`config.mk`:
```
export PLATFORM = sky130hd
export DESIGN_NAME = timestamp_match_ring
export DESIGN_NICKNAME = d
export VERILOG_FILES = /design/src/rtl/core/tmr_pkg.sv /design/src/rtl/core/tmr_front.sv /design/src/rtl/core/tmr_queue.sv /design/src/rtl/core/tmr_back.sv /design/src/rtl/core/timestamp_match_ring.sv
export SDC_FILE = /design/constraint.sdc
export NUM_CORES = 2
export LEC_CHECK = 0
export CORE_MARGIN = 2
export CORE_UTILIZATION = 50
export DETAILED_ROUTE_END_ITERATION = 7
export DONT_BUFFER_PORTS = 1
export GPL_ROUTABILITY_DRIVEN = 0
export PLACE_DENSITY = 0.72
export SYNTH_ARGS = -nofsm -noshare
export SYNTH_HDL_FRONTEND = slang
export SYNTH_HIERARCHICAL = 1
export SYNTH_SLANG_ARGS = --single-unit
```
`constraint.sdc`:
```
create_clock -name clk -period 6 [get_ports clk]
set_input_delay 0.9 -clock clk [delete_from_list [all_inputs] [get_ports clk]]
set_output_delay 0.9 -clock clk [all_outputs]
set_load 0.03 [all_outputs]
```
`src/rtl/core/tmr_pkg.sv`:
```
// Shared types, codes and defaults for the timestamp match ring.
package tmr_pkg;

    localparam int TMR_RING_DEPTH  = 16;
    localparam int TMR_QUEUE_DEPTH = 4;

    localparam int STAMP_W     = 32;
    localparam int NS_W        = 8;
    localparam int MAG_W       = STAMP_W + NS_W;
    localparam int LIVE_W      = 4;
    localparam int IN_DATA_W   = 32;
    localparam int OUT_DATA_W  = 72;
    localparam int CFG_INDEX_W = 3;
    localparam int CFG_DATA_W  = 32;

    localparam logic [1:0] CMD_CAPTURE = 2'd0;
    localparam logic [1:0] CMD_TX      = 2'd1;
    localparam logic [1:0] CMD_RX      = 2'd2;

    localparam logic [1:0] STAT_OK     = 2'd0;
    localparam logic [1:0] STAT_EMPTY  = 2'd1;
    localparam logic [1:0] STAT_NONE   = 2'd2;
    localparam logic [1:0] STAT_WINDOW = 2'd3;

    localparam logic [CFG_INDEX_W-1:0] REG_TICK_SCALE  = 3'd0;
    localparam logic [CFG_INDEX_W-1:0] REG_MAX_AGE     = 3'd1;
    localparam logic [CFG_INDEX_W-1:0] REG_MATCH_LIMIT = 3'd2;
    localparam logic [CFG_INDEX_W-1:0] REG_TX_MIN      = 3'd3;
    localparam logic [CFG_INDEX_W-1:0] REG_RX_MIN      = 3'd4;
    localparam logic [CFG_INDEX_W-1:0] REG_MAX_LATENCY = 3'd5;

    localparam logic [NS_W-1:0]    RST_TICK_SCALE  = 8'd12;
    localparam logic [STAMP_W-1:0] RST_MAX_AGE     = 32'd8333333;
    localparam logic [STAMP_W-1:0] RST_MATCH_LIMIT = 32'd10000000;
    localparam logic [STAMP_W-1:0] RST_TX_MIN      = 32'd1000;
    localparam logic [STAMP_W-1:0] RST_RX_MIN      = 32'd10000;
    localparam logic [STAMP_W-1:0] RST_MAX_LATENCY = 32'd1000000;

    typedef enum logic [1:0] {
        OP_CAPTURE = 2'd0,
        OP_TX      = 2'd1,
        OP_RX      = 2'd2
    } op_t;

    typedef struct packed {
        op_t                op;
        logic [STAMP_W-1:0] counter;
    } item_t;

endpackage

```
`src/rtl/core/tmr_front.sv`:
```
// Input stage: accepts stream transfers, decodes the command, drops unused codes.
module tmr_front
    import tmr_pkg::*;
(
    input  logic                 clk,
    input  logic                 rst_n,
    input  logic                 s_axis_tvalid,
    output logic                 s_axis_tready,
    input  logic [IN_DATA_W-1:0] s_axis_tdata,
    input  logic [1:0]           s_axis_tuser,
    output logic                 push_valid,
    input  logic                 push_ready,
    output item_t                push_item
);

    logic  hold_valid_reg;
    logic  hold_valid_next;
    item_t hold_item_reg;
    item_t hold_item_next;
    logic  accept;
    logic  cmd_known;
    op_t   cmd_op;

    always_comb
    begin
        cmd_known = 1'b1;
        cmd_op    = OP_CAPTURE;
        case (s_axis_tuser)
            CMD_CAPTURE: cmd_op = OP_CAPTURE;
            CMD_TX:      cmd_op = OP_TX;
            CMD_RX:      cmd_op = OP_RX;
            default:     cmd_known = 1'b0;
        endcase
    end

    assign s_axis_tready = !hold_valid_reg || push_ready;
    assign accept        = s_axis_tvalid && s_axis_tready;
    assign push_valid    = hold_valid_reg;
    assign push_item     = hold_item_reg;

    always_comb
    begin
        hold_valid_next = hold_valid_reg && !push_ready;
        hold_item_next  = hold_item_reg;
        if (accept && cmd_known)
        begin
            hold_valid_next        = 1'b1;
            hold_item_next.op      = cmd_op;
            hold_item_next.counter = s_axis_tdata[STAMP_W-1:0];
        end
    end

    always_ff @(posedge clk or negedge rst_n)
    begin
        if (!rst_n)
        begin
            hold_valid_reg <= 1'b0;
        end
        else
        begin
            hold_valid_reg <= hold_valid_next;
        end
    end

    always_ff @(posedge clk)
    begin
        hold_item_reg <= hold_item_next;
    end

endmodule

```
`src/rtl/core/tmr_queue.sv`:
```
// Small FIFO of decoded items between the input stage and the ring engine.
module tmr_queue
    import tmr_pkg::*;
#(
    parameter int DEPTH = TMR_QUEUE_DEPTH
)
(
    input  logic  clk,
    input  logic  rst_n,
    input  logic  in_valid,
    output logic  in_ready,
    input  item_t in_item,
    output logic  out_valid,
    input  logic  out_ready,
    output item_t out_item
);

    localparam int PTR_W = (DEPTH > 1) ? $clog2(DEPTH) : 1;
    localparam int CNT_W = $clog2(DEPTH + 1);

    item_t            slots [DEPTH];
    logic [PTR_W-1:0] wr_ptr_reg;
    logic [PTR_W-1:0] wr_ptr_next;
    logic [PTR_W-1:0] rd_ptr_reg;
    logic [PTR_W-1:0] rd_ptr_next;
    logic [CNT_W-1:0] fill_reg;
    logic [CNT_W-1:0] fill_next;
    logic             do_push;
    logic             do_pop;

    assign in_ready  = (fill_reg != CNT_W'(DEPTH));
    assign out_valid = (fill_reg != '0);
    assign out_item  = slots[rd_ptr_reg];
    assign do_push   = in_valid && in_ready;
    assign do_pop    = out_valid && out_ready;

    always_comb
    begin
        wr_ptr_next = wr_ptr_reg;
        rd_ptr_next = rd_ptr_reg;
        fill_next   = fill_reg;
        if (do_push)
        begin
            wr_ptr_next = (wr_ptr_reg == PTR_W'(DEPTH - 1)) ? '0 : wr_ptr_reg + 1'b1;
        end
        if (do_pop)
        begin
            rd_ptr_next = (rd_ptr_reg == PTR_W'(DEPTH - 1)) ? '0 : rd_ptr_reg + 1'b1;
        end
        if (do_push && !do_pop)
        begin
            fill_next = fill_reg + 1'b1;
        end
        else if (do_pop && !do_push)
        begin
            fill_next = fill_reg - 1'b1;
        end
    end

    always_ff @(posedge clk or negedge rst_n)
    begin
        if (!rst_n)
        begin
            wr_ptr_reg <= '0;
            rd_ptr_reg <= '0;
            fill_reg   <= '0;
        end
        else
        begin
            wr_ptr_reg <= wr_ptr_next;
            rd_ptr_reg <= rd_ptr_next;
            fill_reg   <= fill_next;
        end
    end

    always_ff @(posedge clk)
    begin
        if (do_push)
        begin
            slots[wr_ptr_reg] <= in_item;
        end
    end

endmodule

```
`src/rtl/core/tmr_back.sv`:
```
// Ring engine: stamp memory, config registers, aging walk, match scan and result register.
module tmr_back
    import tmr_pkg::*;
#(
    parameter int RING_DEPTH = TMR_RING_DEPTH
)
(
    input  logic                   clk,
    input  logic                   rst_n,
    input  logic                   q_valid,
    output logic                   q_ready,
    input  item_t                  q_item,
    input  logic                   cfg_valid,
    output logic                   cfg_ready,
    input  logic [CFG_INDEX_W-1:0] cfg_index,
    input  logic [CFG_DATA_W-1:0]  cfg_data,
    output logic                   m_axis_tvalid,
    input  logic                   m_axis_tready,
    output logic [OUT_DATA_W-1:0]  m_axis_tdata,
    output logic [1:0]             m_axis_tuser
);

    localparam int PTR_W = $clog2(RING_DEPTH);
    localparam int SAT_W = (PTR_W > LIVE_W) ? PTR_W : LIVE_W;

    typedef enum logic [5:0] {
        ST_IDLE    = 6'b000001,
        ST_AGE_RD  = 6'b000010,
        ST_AGE_CHK = 6'b000100,
        ST_SETUP   = 6'b001000,
        ST_SCAN    = 6'b010000,
        ST_DONE    = 6'b100000
    } state_t;

    logic [STAMP_W-1:0] mem [RING_DEPTH];
    logic [STAMP_W-1:0] rd_data_reg;
    logic [PTR_W-1:0]   rd_addr;
    logic               mem_we;

    state_t             state_reg;
    state_t             state_next;
    logic [PTR_W-1:0]   wp_reg;
    logic [PTR_W-1:0]   wp_next;
    logic [PTR_W-1:0]   rp_reg;
    logic [PTR_W-1:0]   rp_next;
    logic [STAMP_W-1:0] cnt_reg;
    logic [STAMP_W-1:0] cnt_next;
    logic               rx_reg;
    logic               rx_next;
    logic [PTR_W-1:0]   remain_reg;
    logic [PTR_W-1:0]   remain_next;
    logic [PTR_W-1:0]   scan_addr_reg;
    logic [PTR_W-1:0]   scan_addr_next;
    logic [LIVE_W-1:0]  live_reg;
    logic [LIVE_W-1:0]  live_next;
    logic               found_reg;
    logic               found_next;
    logic [MAG_W-1:0]   best_reg;
    logic [MAG_W-1:0]   best_next;
    logic [STAMP_W-1:0] best_ctr_reg;
    logic [STAMP_W-1:0] best_ctr_next;

    logic               p1_reg;
    logic               p1_next;
    logic               p2_reg;
    logic               p3_reg;
    logic [STAMP_W-1:0] ticks2_reg;
    logic               pos2_reg;
    logic [STAMP_W-1:0] ts2_reg;
    logic [MAG_W-1:0]   mag3_reg;
    logic               pos3_reg;
    logic [STAMP_W-1:0] ts3_reg;
    logic               pos1;
    logic [STAMP_W-1:0] ticks1;
    logic               take3;

    logic [NS_W-1:0]    tick_scale_reg;
    logic [STAMP_W-1:0] max_age_reg;
    logic [STAMP_W-1:0] match_limit_reg;
    logic [STAMP_W-1:0] tx_min_reg;
    logic [STAMP_W-1:0] rx_min_reg;
    logic [STAMP_W-1:0] max_latency_reg;

    logic               out_valid_reg;
    logic               out_valid_next;
    logic [1:0]         out_status_reg;
    logic [STAMP_W-1:0] out_latency_reg;
    logic [STAMP_W-1:0] out_ctr_reg;
    logic [LIVE_W-1:0]  out_live_reg;
    logic               out_load;

    logic [PTR_W-1:0]   wp_inc;
    logic [PTR_W-1:0]   rp_inc;
    logic [PTR_W-1:0]   wp_dec;
    logic [PTR_W:0]     count_wide;
    logic [PTR_W-1:0]   count;
    logic [SAT_W-1:0]   count_sat;
    logic [STAMP_W-1:0] age_ticks;
    logic [STAMP_W-1:0] win_lo;
    logic [1:0]         status;

    assign cfg_ready = 1'b1;

    assign wp_inc = (wp_reg == PTR_W'(RING_DEPTH - 1)) ? '0 : wp_reg + 1'b1;
    assign rp_inc = (rp_reg == PTR_W'(RING_DEPTH - 1)) ? '0 : rp_reg + 1'b1;
    assign wp_dec = (wp_reg == '0) ? PTR_W'(RING_DEPTH - 1) : wp_reg - 1'b1;

    assign count_wide = {1'b0, wp_reg} + (PTR_W + 1)'(RING_DEPTH) - {1'b0, rp_reg};
    assign count      = (wp_reg >= rp_reg) ? (wp_reg - rp_reg) : count_wide[PTR_W-1:0];
    assign count_sat  = SAT_W'(count);
    assign age_ticks  = rd_data_reg - cnt_reg;

    assign pos1   = (rd_data_reg >= cnt_reg);
    assign ticks1 = pos1 ? (rd_data_reg - cnt_reg) : (cnt_reg - rd_data_reg);

    // newest-first scan, strict compare keeps the newer entry on ties
    assign take3 = p3_reg && (mag3_reg != '0) && (pos3_reg == rx_reg)
                   && (mag3_reg < {{NS_W{1'b0}}, match_limit_reg})
                   && (!found_reg || (mag3_reg < best_reg));

    assign win_lo = rx_reg ? rx_min_reg : tx_min_reg;

    always_comb
    begin
        if (live_reg == '0)
        begin
            status = STAT_EMPTY;
        end
        else if (!found_reg)
        begin
            status = STAT_NONE;
        end
        else if ((best_reg >= {{NS_W{1'b0}}, win_lo})
                 && (best_reg < {{NS_W{1'b0}}, max_latency_reg}))
        begin
            status = STAT_OK;
        end
        else
        begin
            status = STAT_WINDOW;
        end
    end

    always_comb
    begin
        state_next     = state_reg;
        wp_next        = wp_reg;
        rp_next        = rp_reg;
        cnt_next       = cnt_reg;
        rx_next        = rx_reg;
        remain_next    = remain_reg;
        scan_addr_next = scan_addr_reg;
        live_next      = live_reg;
        found_next     = found_reg;
        best_next      = best_reg;
        best_ctr_next  = best_ctr_reg;
        p1_next        = 1'b0;
        mem_we         = 1'b0;
        rd_addr        = rp_reg;
        q_ready        = 1'b0;
        out_load       = 1'b0;

        if (take3)
        begin
            found_next    = 1'b1;
            best_next     = mag3_reg;
            best_ctr_next = ts3_reg;
        end

        case (state_reg)
            ST_IDLE:
            begin
                q_ready = 1'b1;
                if (q_valid)
                begin
                    if (q_item.op == OP_CAPTURE)
                    begin
                        mem_we  = 1'b1;
                        wp_next = wp_inc;
                        if (wp_inc == rp_reg)
                        begin
                            rp_next = rp_inc;
                        end
                    end
                    else
                    begin
                        cnt_next   = q_item.counter;
                        rx_next    = (q_item.op == OP_RX);
                        state_next = ST_AGE_RD;
                    end
                end
            end
            ST_AGE_RD:
            begin
                if (rp_reg == wp_reg)
                begin
                    state_next = ST_SETUP;
                end
                else
                begin
                    state_next = ST_AGE_CHK;
                end
            end
            ST_AGE_CHK:
            begin
                // ticks compare stands for the ns compare when tick_scale is nonzero
                if ((tick_scale_reg != '0) && (age_ticks > max_age_reg))
                begin
                    rp_next    = rp_inc;
                    state_next = ST_AGE_RD;
                end
                else
                begin
                    state_next = ST_SETUP;
                end
            end
            ST_SETUP:
            begin
                remain_next    = count;
                scan_addr_next = wp_dec;
                live_next      = (count_sat > SAT_W'(15)) ? LIVE_W'(15) : count_sat[LIVE_W-1:0];
                found_next     = 1'b0;
                best_next      = '0;
                best_ctr_next  = '0;
                state_next     = ST_SCAN;
            end
            ST_SCAN:
            begin
                if (remain_reg != '0)
                begin
                    rd_addr        = scan_addr_reg;
                    p1_next        = 1'b1;
                    remain_next    = remain_reg - 1'b1;
                    scan_addr_next = (scan_addr_reg == '0) ? PTR_W'(RING_DEPTH - 1)
                                                           : scan_addr_reg - 1'b1;
                end
                else if (!p1_reg && !p2_reg && !p3_reg)
                begin
                    state_next = ST_DONE;
                end
            end
            ST_DONE:
            begin
                if (!out_valid_reg || m_axis_tready)
                begin
                    out_load   = 1'b1;
                    state_next = ST_IDLE;
                end
            end
            default:
            begin
                state_next = ST_IDLE;
            end
        endcase
    end

    assign out_valid_next = out_load || (out_valid_reg && !m_axis_tready);

    always_ff @(posedge clk or negedge rst_n)
    begin
        if (!rst_n)
        begin
            state_reg     <= ST_IDLE;
            wp_reg        <= '0;
            rp_reg        <= '0;
            p1_reg        <= 1'b0;
            p2_reg        <= 1'b0;
            p3_reg        <= 1'b0;
            out_valid_reg <= 1'b0;
        end
        else
        begin
            state_reg     <= state_next;
            wp_reg        <= wp_next;
            rp_reg        <= rp_next;
            p1_reg        <= p1_next;
            p2_reg        <= p1_reg;
            p3_reg        <= p2_reg;
            out_valid_reg <= out_valid_next;
        end
    end

    always_ff @(posedge clk or negedge rst_n)
    begin
        if (!rst_n)
        begin
            tick_scale_reg  <= RST_TICK_SCALE;
            max_age_reg     <= RST_MAX_AGE;
            match_limit_reg <= RST_MATCH_LIMIT;
            tx_min_reg      <= RST_TX_MIN;
            rx_min_reg      <= RST_RX_MIN;
            max_latency_reg <= RST_MAX_LATENCY;
        end
        else if (cfg_valid)
        begin
            case (cfg_index)
                REG_TICK_SCALE:  tick_scale_reg  <= cfg_data[NS_W-1:0];
                REG_MAX_AGE:     max_age_reg     <= cfg_data[STAMP_W-1:0];
                REG_MATCH_LIMIT: match_limit_reg <= cfg_data[STAMP_W-1:0];
                REG_TX_MIN:      tx_min_reg      <= cfg_data[STAMP_W-1:0];
                REG_RX_MIN:      rx_min_reg      <= cfg_data[STAMP_W-1:0];
                REG_MAX_LATENCY: max_latency_reg <= cfg_data[STAMP_W-1:0];
                default:         ;
            endcase
        end
    end

    always_ff @(posedge clk)
    begin
        if (mem_we)
        begin
            mem[wp_reg] <= q_item.counter;
        end
        rd_data_reg <= mem[rd_addr];
    end

    always_ff @(posedge clk)
    begin
        cnt_reg       <= cnt_next;
        rx_reg        <= rx_next;
        remain_reg    <= remain_next;
        scan_addr_reg <= scan_addr_next;
        live_reg      <= live_next;
        found_reg     <= found_next;
        best_reg      <= best_next;
        best_ctr_reg  <= best_ctr_next;
        ticks2_reg    <= ticks1;
        pos2_reg      <= pos1;
        ts2_reg       <= rd_data_reg;
        mag3_reg      <= MAG_W'(ticks2_reg) * MAG_W'(tick_scale_reg);
        pos3_reg      <= pos2_reg;
        ts3_reg       <= ts2_reg;
        if (out_load)
        begin
            out_status_reg  <= status;
            out_latency_reg <= best_reg[STAMP_W-1:0];
            out_ctr_reg     <= best_ctr_reg;
            out_live_reg    <= live_reg;
        end
    end

    assign m_axis_tvalid = out_valid_reg;
    assign m_axis_tuser  = out_status_reg;
    assign m_axis_tdata  = {(OUT_DATA_W - 2 * STAMP_W - LIVE_W)'(0),
                            out_live_reg, out_ctr_reg, out_latency_reg};

endmodule

```
`src/rtl/core/timestamp_match_ring.sv`:
```
// Top level of the timestamp match ring.
//
//  channel   dir  handshake                 payload
//  s_axis    in   s_axis_tvalid/tready      tdata: counter; tuser: cmd
//  m_axis    out  m_axis_tvalid/tready      tdata: latency, matched_counter,
//                                           live_entries; tuser: status
//  cfg       in   cfg_valid/cfg_ready       cfg_index, cfg_data
//
//  A capture is written straight from idle. A query ages out stale entries from the
//  oldest end, then scans the live entries newest first through the single read port
//  of the stamp memory and the 4-stage scan pipeline; its result waits while an
//  earlier result is still stalled on m_axis.
//  Reset clears the pointers; no clearing pass.
//  The input queue keeps taking items, until it is full, while a query runs or a result waits.
module timestamp_match_ring
    import tmr_pkg::*;
#(
    parameter int RING_DEPTH  = TMR_RING_DEPTH,
    parameter int QUEUE_DEPTH = TMR_QUEUE_DEPTH
)
(
    input  logic                   clk,
    input  logic                   rst_n,
    input  logic                   s_axis_tvalid,
    output logic                   s_axis_tready,
    input  logic [IN_DATA_W-1:0]   s_axis_tdata,   // [31:0] counter
    input  logic [1:0]             s_axis_tuser,   // [1:0] cmd
    output logic                   m_axis_tvalid,
    input  logic                   m_axis_tready,
    output logic [OUT_DATA_W-1:0]  m_axis_tdata,   // [31:0] latency, [63:32]
                                                   // matched_counter, [67:64] live_entries
    output logic [1:0]             m_axis_tuser,   // [1:0] status
    input  logic                   cfg_valid,
    output logic                   cfg_ready,
    input  logic [CFG_INDEX_W-1:0] cfg_index,
    input  logic [CFG_DATA_W-1:0]  cfg_data
);

    logic  push_valid;
    logic  push_ready;
    item_t push_item;
    logic  q_valid;
    logic  q_ready;
    item_t q_item;

    tmr_front u_front (
        .clk           (clk),
        .rst_n         (rst_n),
        .s_axis_tvalid (s_axis_tvalid),
        .s_axis_tready (s_axis_tready),
        .s_axis_tdata  (s_axis_tdata),
        .s_axis_tuser  (s_axis_tuser),
        .push_valid    (push_valid),
        .push_ready    (push_ready),
        .push_item     (push_item)
    );

    tmr_queue #(
        .DEPTH (QUEUE_DEPTH)
    ) u_queue (
        .clk       (clk),
        .rst_n     (rst_n),
        .in_valid  (push_valid),
        .in_ready  (push_ready),
        .in_item   (push_item),
        .out_valid (q_valid),
        .out_ready (q_ready),
        .out_item  (q_item)
    );

    tmr_back #(
        .RING_DEPTH (RING_DEPTH)
    ) u_back (
        .clk           (clk),
        .rst_n         (rst_n),
        .q_valid       (q_valid),
        .q_ready       (q_ready),
        .q_item        (q_item),
        .cfg_valid     (cfg_valid),
        .cfg_ready     (cfg_ready),
        .cfg_index     (cfg_index),
        .cfg_data      (cfg_data),
        .m_axis_tvalid (m_axis_tvalid),
        .m_axis_tready (m_axis_tready),
        .m_axis_tdata  (m_axis_tdata),
        .m_axis_tuser  (m_axis_tuser)
    );

endmodule

```
# == Word-level counts from Yosys, hierarchy flattened ==
# Memories as Yosys holds them, arrays and structs flattened. A register that Yosys moved wholly into a read port is not among the register bits.
# Index checks and enable logic that the tools add are counted.
# totals
regBits,554
ram_bits,648
out_inout_bits,77
wordCells,196
memories,2
# classes
add_sub_neg,14
mul,1
magnitude_cmp,8
eq_ne,31
n_mux,47
n_bitwise,1
n_reduce_logical,55
# mem_list
name,depth,word_bits,rd,rd_ports_with_merged_regs,write_ports,line_no,rtl
u_back.mem,16,32,1,1,1,tmr_back.sv:35,logic [STAMP_W-1:0] mem [RING_DEPTH];
u_queue.slots,4,34,1,0,1,tmr_queue.sv:21,item_t slots [DEPTH];
# ops
cell,n
$lt 40x32->1,2
$mux 32,2
$sub 32x32->32,2
$mux 4,15
$ge 40x32->1,1
$lt 40x40->1,1
$mul 32x8->40,1
$reduce_bool 40->1,1
$pmux 6 s6,1
$ge 32x32->1,1
$gt 32x32->1,1
$mux 6,5
$pmux 4 s2,3
$logic_and 1x1->1,16
$mux 1,14
$reduce_and 2->1,7
$add 4x1->4 const B,3
$logic_not 4->1,3
$ne 2x1->1 const B,6
$sub 4x1->4 const B,3
$logic_not 1->1,10
$reduce_and 5->1,2
$eq 2x2->1 const B,4
$eq 4x4->1,2
other kinds (33),51

# == Logic depth before layout (Yosys ltp) ==
# logic_depth
word_depth,7
ltp_mapped,23

# == By module ==
# Netlist, hierarchy kept.
# by_module_without_submodules
mod,instances,cells_each,area_per_inst_um2,seq_area_each_um2
tmr_back,1,4058,52401.5,28398.5
tmr_queue,1,215,5400.2,4259.1
tmr_front,1,41,1093.5,1046.0

# == Least setup slack after synthesis ==
# Ideal clock, no wire load.
# synth_path
path_type,register to register
from,register u_back.tick_scale_reg[2]
to,register u_back.mag3_reg[26]
arrival_ns,5.157
required_ns,5.928
slack_ns,0.771
path_stages_with_launch,20
n_path_buf,1
period_less_slack_ns,5.229
path_cell_list,dfstp_2 clkbuf_1 nand2_1 fa_1 fa_1 inv_1 fa_1 inv_1 fa_1 inv_1 ha_1 o21a_1 o21ai_0 nor3_1 a211oi_1 o21ai_0 a221o_1 a31o_2 a21oi_1 xnor2_1
# synth_via
elab_chain_cells,1
# synth_rtl
element,line_no,rtl
start: declaration,tmr_back.sv:77,logic [NS_W-1:0] tick_scale_reg;
start signal: assignment,tmr_back.sv:297,REG_TICK_SCALE: tick_scale_reg <= cfg_data[NS_W-1:0];
$mul 32x8->40,tmr_back.sv:330,mag3_reg <= MAG_W'(ticks2_reg) * MAG_W'(tick_scale_reg);
end signal: assignment,tmr_back.sv:330,
end: declaration,tmr_back.sv:70,logic [MAG_W-1:0] mag3_reg;
# Every way passes these cells.
# A chain may end at the register's enable or synchronous reset.

# == Final worst setup path ==
# layout_path
from,register u_back.tick_scale_reg[2]
to,register u_back.mag3_reg[38]
# The elaborated chain is that of the path after synthesis.

==> results.sh <==
export IMPL_dieArea_um2=121000
export IMPL_yosys_area_top_type="edfxtp_1"
export IMPL_clk_latency_ps=770
export IMPL_antenna_left=0
export IMPL_cp_top_family="adder cells"
export IMPL_die_h_um=347
export IMPL_initial_core_util_pct=50.5
export IMPL_syn_area_um2=58900
export IMPL_dpl_cell_area_um2=60800
export IMPL_grt_pass1_wl_mm=212
export IMPL_syn_area_per_cell_um2=13.7
export IMPL_antenna_found_initial=2
export IMPL_tns_ps=0
export IMPL_critPathArrivalTime_ps=6440
export IMPL_synth_edf_count=797
export IMPL_cts_tree="built"
export IMPL_seq_area_frac_synth_pct=57.2
export IMPL_grt_overflow=0
export IMPL_drv_cap=0
export IMPL_rsz0062_at_grt="no"
export IMPL_path_clk_slew_ps=60
export IMPL_dp_cells=5737
export IMPL_synthFlopType="edfxtp_1"
export IMPL_cts_max_level=4
export IMPL_yosys_warnings=6
export IMPL_fmax_mhz=173
export IMPL_clkSinkCount=1234
export IMPL_min_path_type="input port to async pin"
export IMPL_cts_root_buf="clkbuf_16"
export IMPL_ios=151
export IMPL_fill_cells=9135
export IMPL_coreArea_um2=117000
export IMPL_reg_largest_list="u_back/mem: 512 flops, u_queue/slots: 136 flops"
export IMPL_nNetsFinal=4911
export IMPL_largest_reg_flops=512
export IMPL_drtIter0Drc=2572
export IMPL_cpPeakStageDelay_ps=710
export IMPL_critPathKind="register to register"
export IMPL_top_register="u_back/mem"
export IMPL_yosys_top_cells_area="edfxtp_1 41%, dfxtp_1 8.3%, dfrtp_1 6.5%"
export IMPL_outcome="complete, no violations"
export IMPL_layout_cells_non_filler=5980
export IMPL_grt_max_degree=169
export IMPL_seq_area_um2=33700
export IMPL_synth_seq_cells=1234
export IMPL_cts_buffer_depth=3
export IMPL_hpwl_mm=92.7
export IMPL_path_cells="buf_4 -> and2_1 -> fa_1 -> fa_1 -> fa_1 -> inv_1 -> fa_1 -> inv_1 -> ha_1 -> a21o_1 -> or2_2 -> a211oi_1 -> nor4_1 -> nor3_1 -> buf_4 -> o21ai_0 -> a41oi_1 -> xnor2_1"
export IMPL_die_w_um=347
export IMPL_routed_wl_mm=137
export IMPL_vias_per_cell=5.78
export IMPL_drt_first_pass_iters=6
export IMPL_synth_cell_type_count=87
export IMPL_timing_final_crit_share_pct=96.4
export IMPL_synth_top_area_share_pct=40.6
export IMPL_rows=125
export IMPL_drive_gt1_share_pct=13.8
export IMPL_async_flop_share_pct=15.7
export IMPL_portBuffers=0
export IMPL_drc_errors=0
export IMPL_finalCriticalPeriod_ps=5780
export IMPL_cpMaxStageDelayCell="dfstp_4"
export IMPL_syn_inst=4314
export IMPL_cts_made_buffers=131
export IMPL_timing_critical_path_buf_inv=4
export IMPL_multi_input_area_um2=23000
export IMPL_skew_ps=57.8
export IMPL_syn_to_final_growth_pct=10.8
export IMPL_cpMostUsedCell="fa_1"
export IMPL_slew_headroom_pct=23.4
export IMPL_hold_viol=0
export IMPL_crit_path_max_fanout=20
export IMPL_setup_worst_path_start_class="register"
export IMPL_vias=34500
export IMPL_grtUsageTotal_pct=23.0
export IMPL_slew_viol_final=0
export IMPL_setup_viol=0
export IMPL_crit_required_ps=6660
export IMPL_critical_path_endpoint_type="register"
export IMPL_grt_pass1_vias=35300
export IMPL_routedWlPerCell_um=22.9
export IMPL_tightest_slew_ps=1140
export IMPL_final_area_um2=65200
worst register-to-register path, delay by kind of cell (launching register included):
family / cells / cell delay [ps]
AND/OR/NAND/NOR: 4 / 930
adder cells (fa/ha/maj): 5 / 2350
AO/OA/AOI/OAI: 4 / 1020
flip-flops: 1 / 710
XOR/XNOR: 1 / 140
buffers and inverters: 4 / 560
layout make-up:
| cell class | instances | share of cell area (%) |
|---|---|---|
| multi-input cells | 2485 | 35.3 |
| well taps | 1524 | 2.92 |
| repair buffers | 63 | 0.852 |
| diodes | 1 | 0.00384 |
| clock buffers | 176 | 5.55 |
| inverters | 433 | 2.49 |
| clock inverters | 64 | 1.18 |
| flip-flops and latches | 1234 | 51.7 |
synthesized netlist by cell type, types with 41 or more instances:
library cell and n:
mux2_2 115, nor2_1 172, fa_1 184, inv_1 433
a21oi_1 141, mux2i_1 114, mux4_2 156, a211oi_1 47
nand4_1 49, o21ai_0 168, xnor2_1 74, a21o_1 104
ha_1 305, and2_1 200, dfrtp_1 153, dfxtp_1 243
dfstp_2 41, clkbuf_1 112, nand2_1 297, a31oi_1 49
edfxtp_1 797
per-stage QoR:
step | setup WS, ps | util [%] | hold WS, ps
final | 219 | 56.0 | 106
after global routing | 29.3 | 56.0 | 203
after CTS | 222 | 56.0 | 187
after detailed placement | 266 | 52.2 | 312
after global placement | 364 | 52.2 | 310
after floorplan | 771 | - | 310
layer usage:
layer | part of all wire [%] | routed length, um | GRT usage, %
met3 | 6.7 | 9210 | 4.08
met2 | 49 | 67700 | 38.3
met4 | 3.7 | 5120 | 9.23
met5 | 0.0095 | 13 | 0
met1 | 40 | 55200 | 29.9
worst paths after layout:
path	to	depth (start not counted)	from	slack, ps
setup reg to reg	u_back/mag3_reg[38]	18	u_back/tick_scale_reg[2]	220
hold reg to reg	u_back/ts3_reg[17]	0	u_back/ts2_reg[17]	330
max in group asynchronous	u_queue/rd_ptr_reg[0]	1	rst_n	5060
hold / removal	u_back/rx_min_reg[5]	1	rst_n	110
setup / recovery	u_back/mag3_reg[38]	18	u_back/tick_scale_reg[2]	220
min in group clk	u_front/push_item[27]	0	s_axis_tdata[27]	230
cell usage in the layout, fill, tap and decap left out, types with 74 or more instances in the layout:
master / instances
nand2_1: 297
a21o_1: 104
o21ai_0: 168
nor2_1: 157
a21oi_1: 140
mux4_2: 156
clkbuf_16: 134
dfxtp_1: 243
fa_1: 184
dfrtp_1: 152
mux2i_1: 110
xnor2_1: 74
ha_1: 305
and2_1: 200
mux2_2: 115
inv_1: 433
edfxtp_1: 797
kinds of logic (layout without fill, tap and decap cells):
family,Yosys count,after routing,share of synthesized area [%]
DFF,1234,1234,57.2
and+or+nand+nor,865,865,7.26
AOI/OAI and AO/OA,625,625,6.69
buffers and inverters,598,736,4.07
adders and majority gates,489,489,12.7
muxes,391,391,10.4
xor gates and xnor gates,110,110,1.64
other,2,6,0.0128
what timing repair did:
| item | in CTS | in global routing |
|---|---|---|
| hold endpoints to repair | 168 | 0 |
| resized for setup | 0 | 1 |
| setup buffers | 0 | 0 |
| hold buffers | 2 | 0 |
| setup endpoints to repair | 0 | 1 |
Power is not shown: default switching activity piles up to over one toggle a cycle in this logic, so the estimate is an artifact.
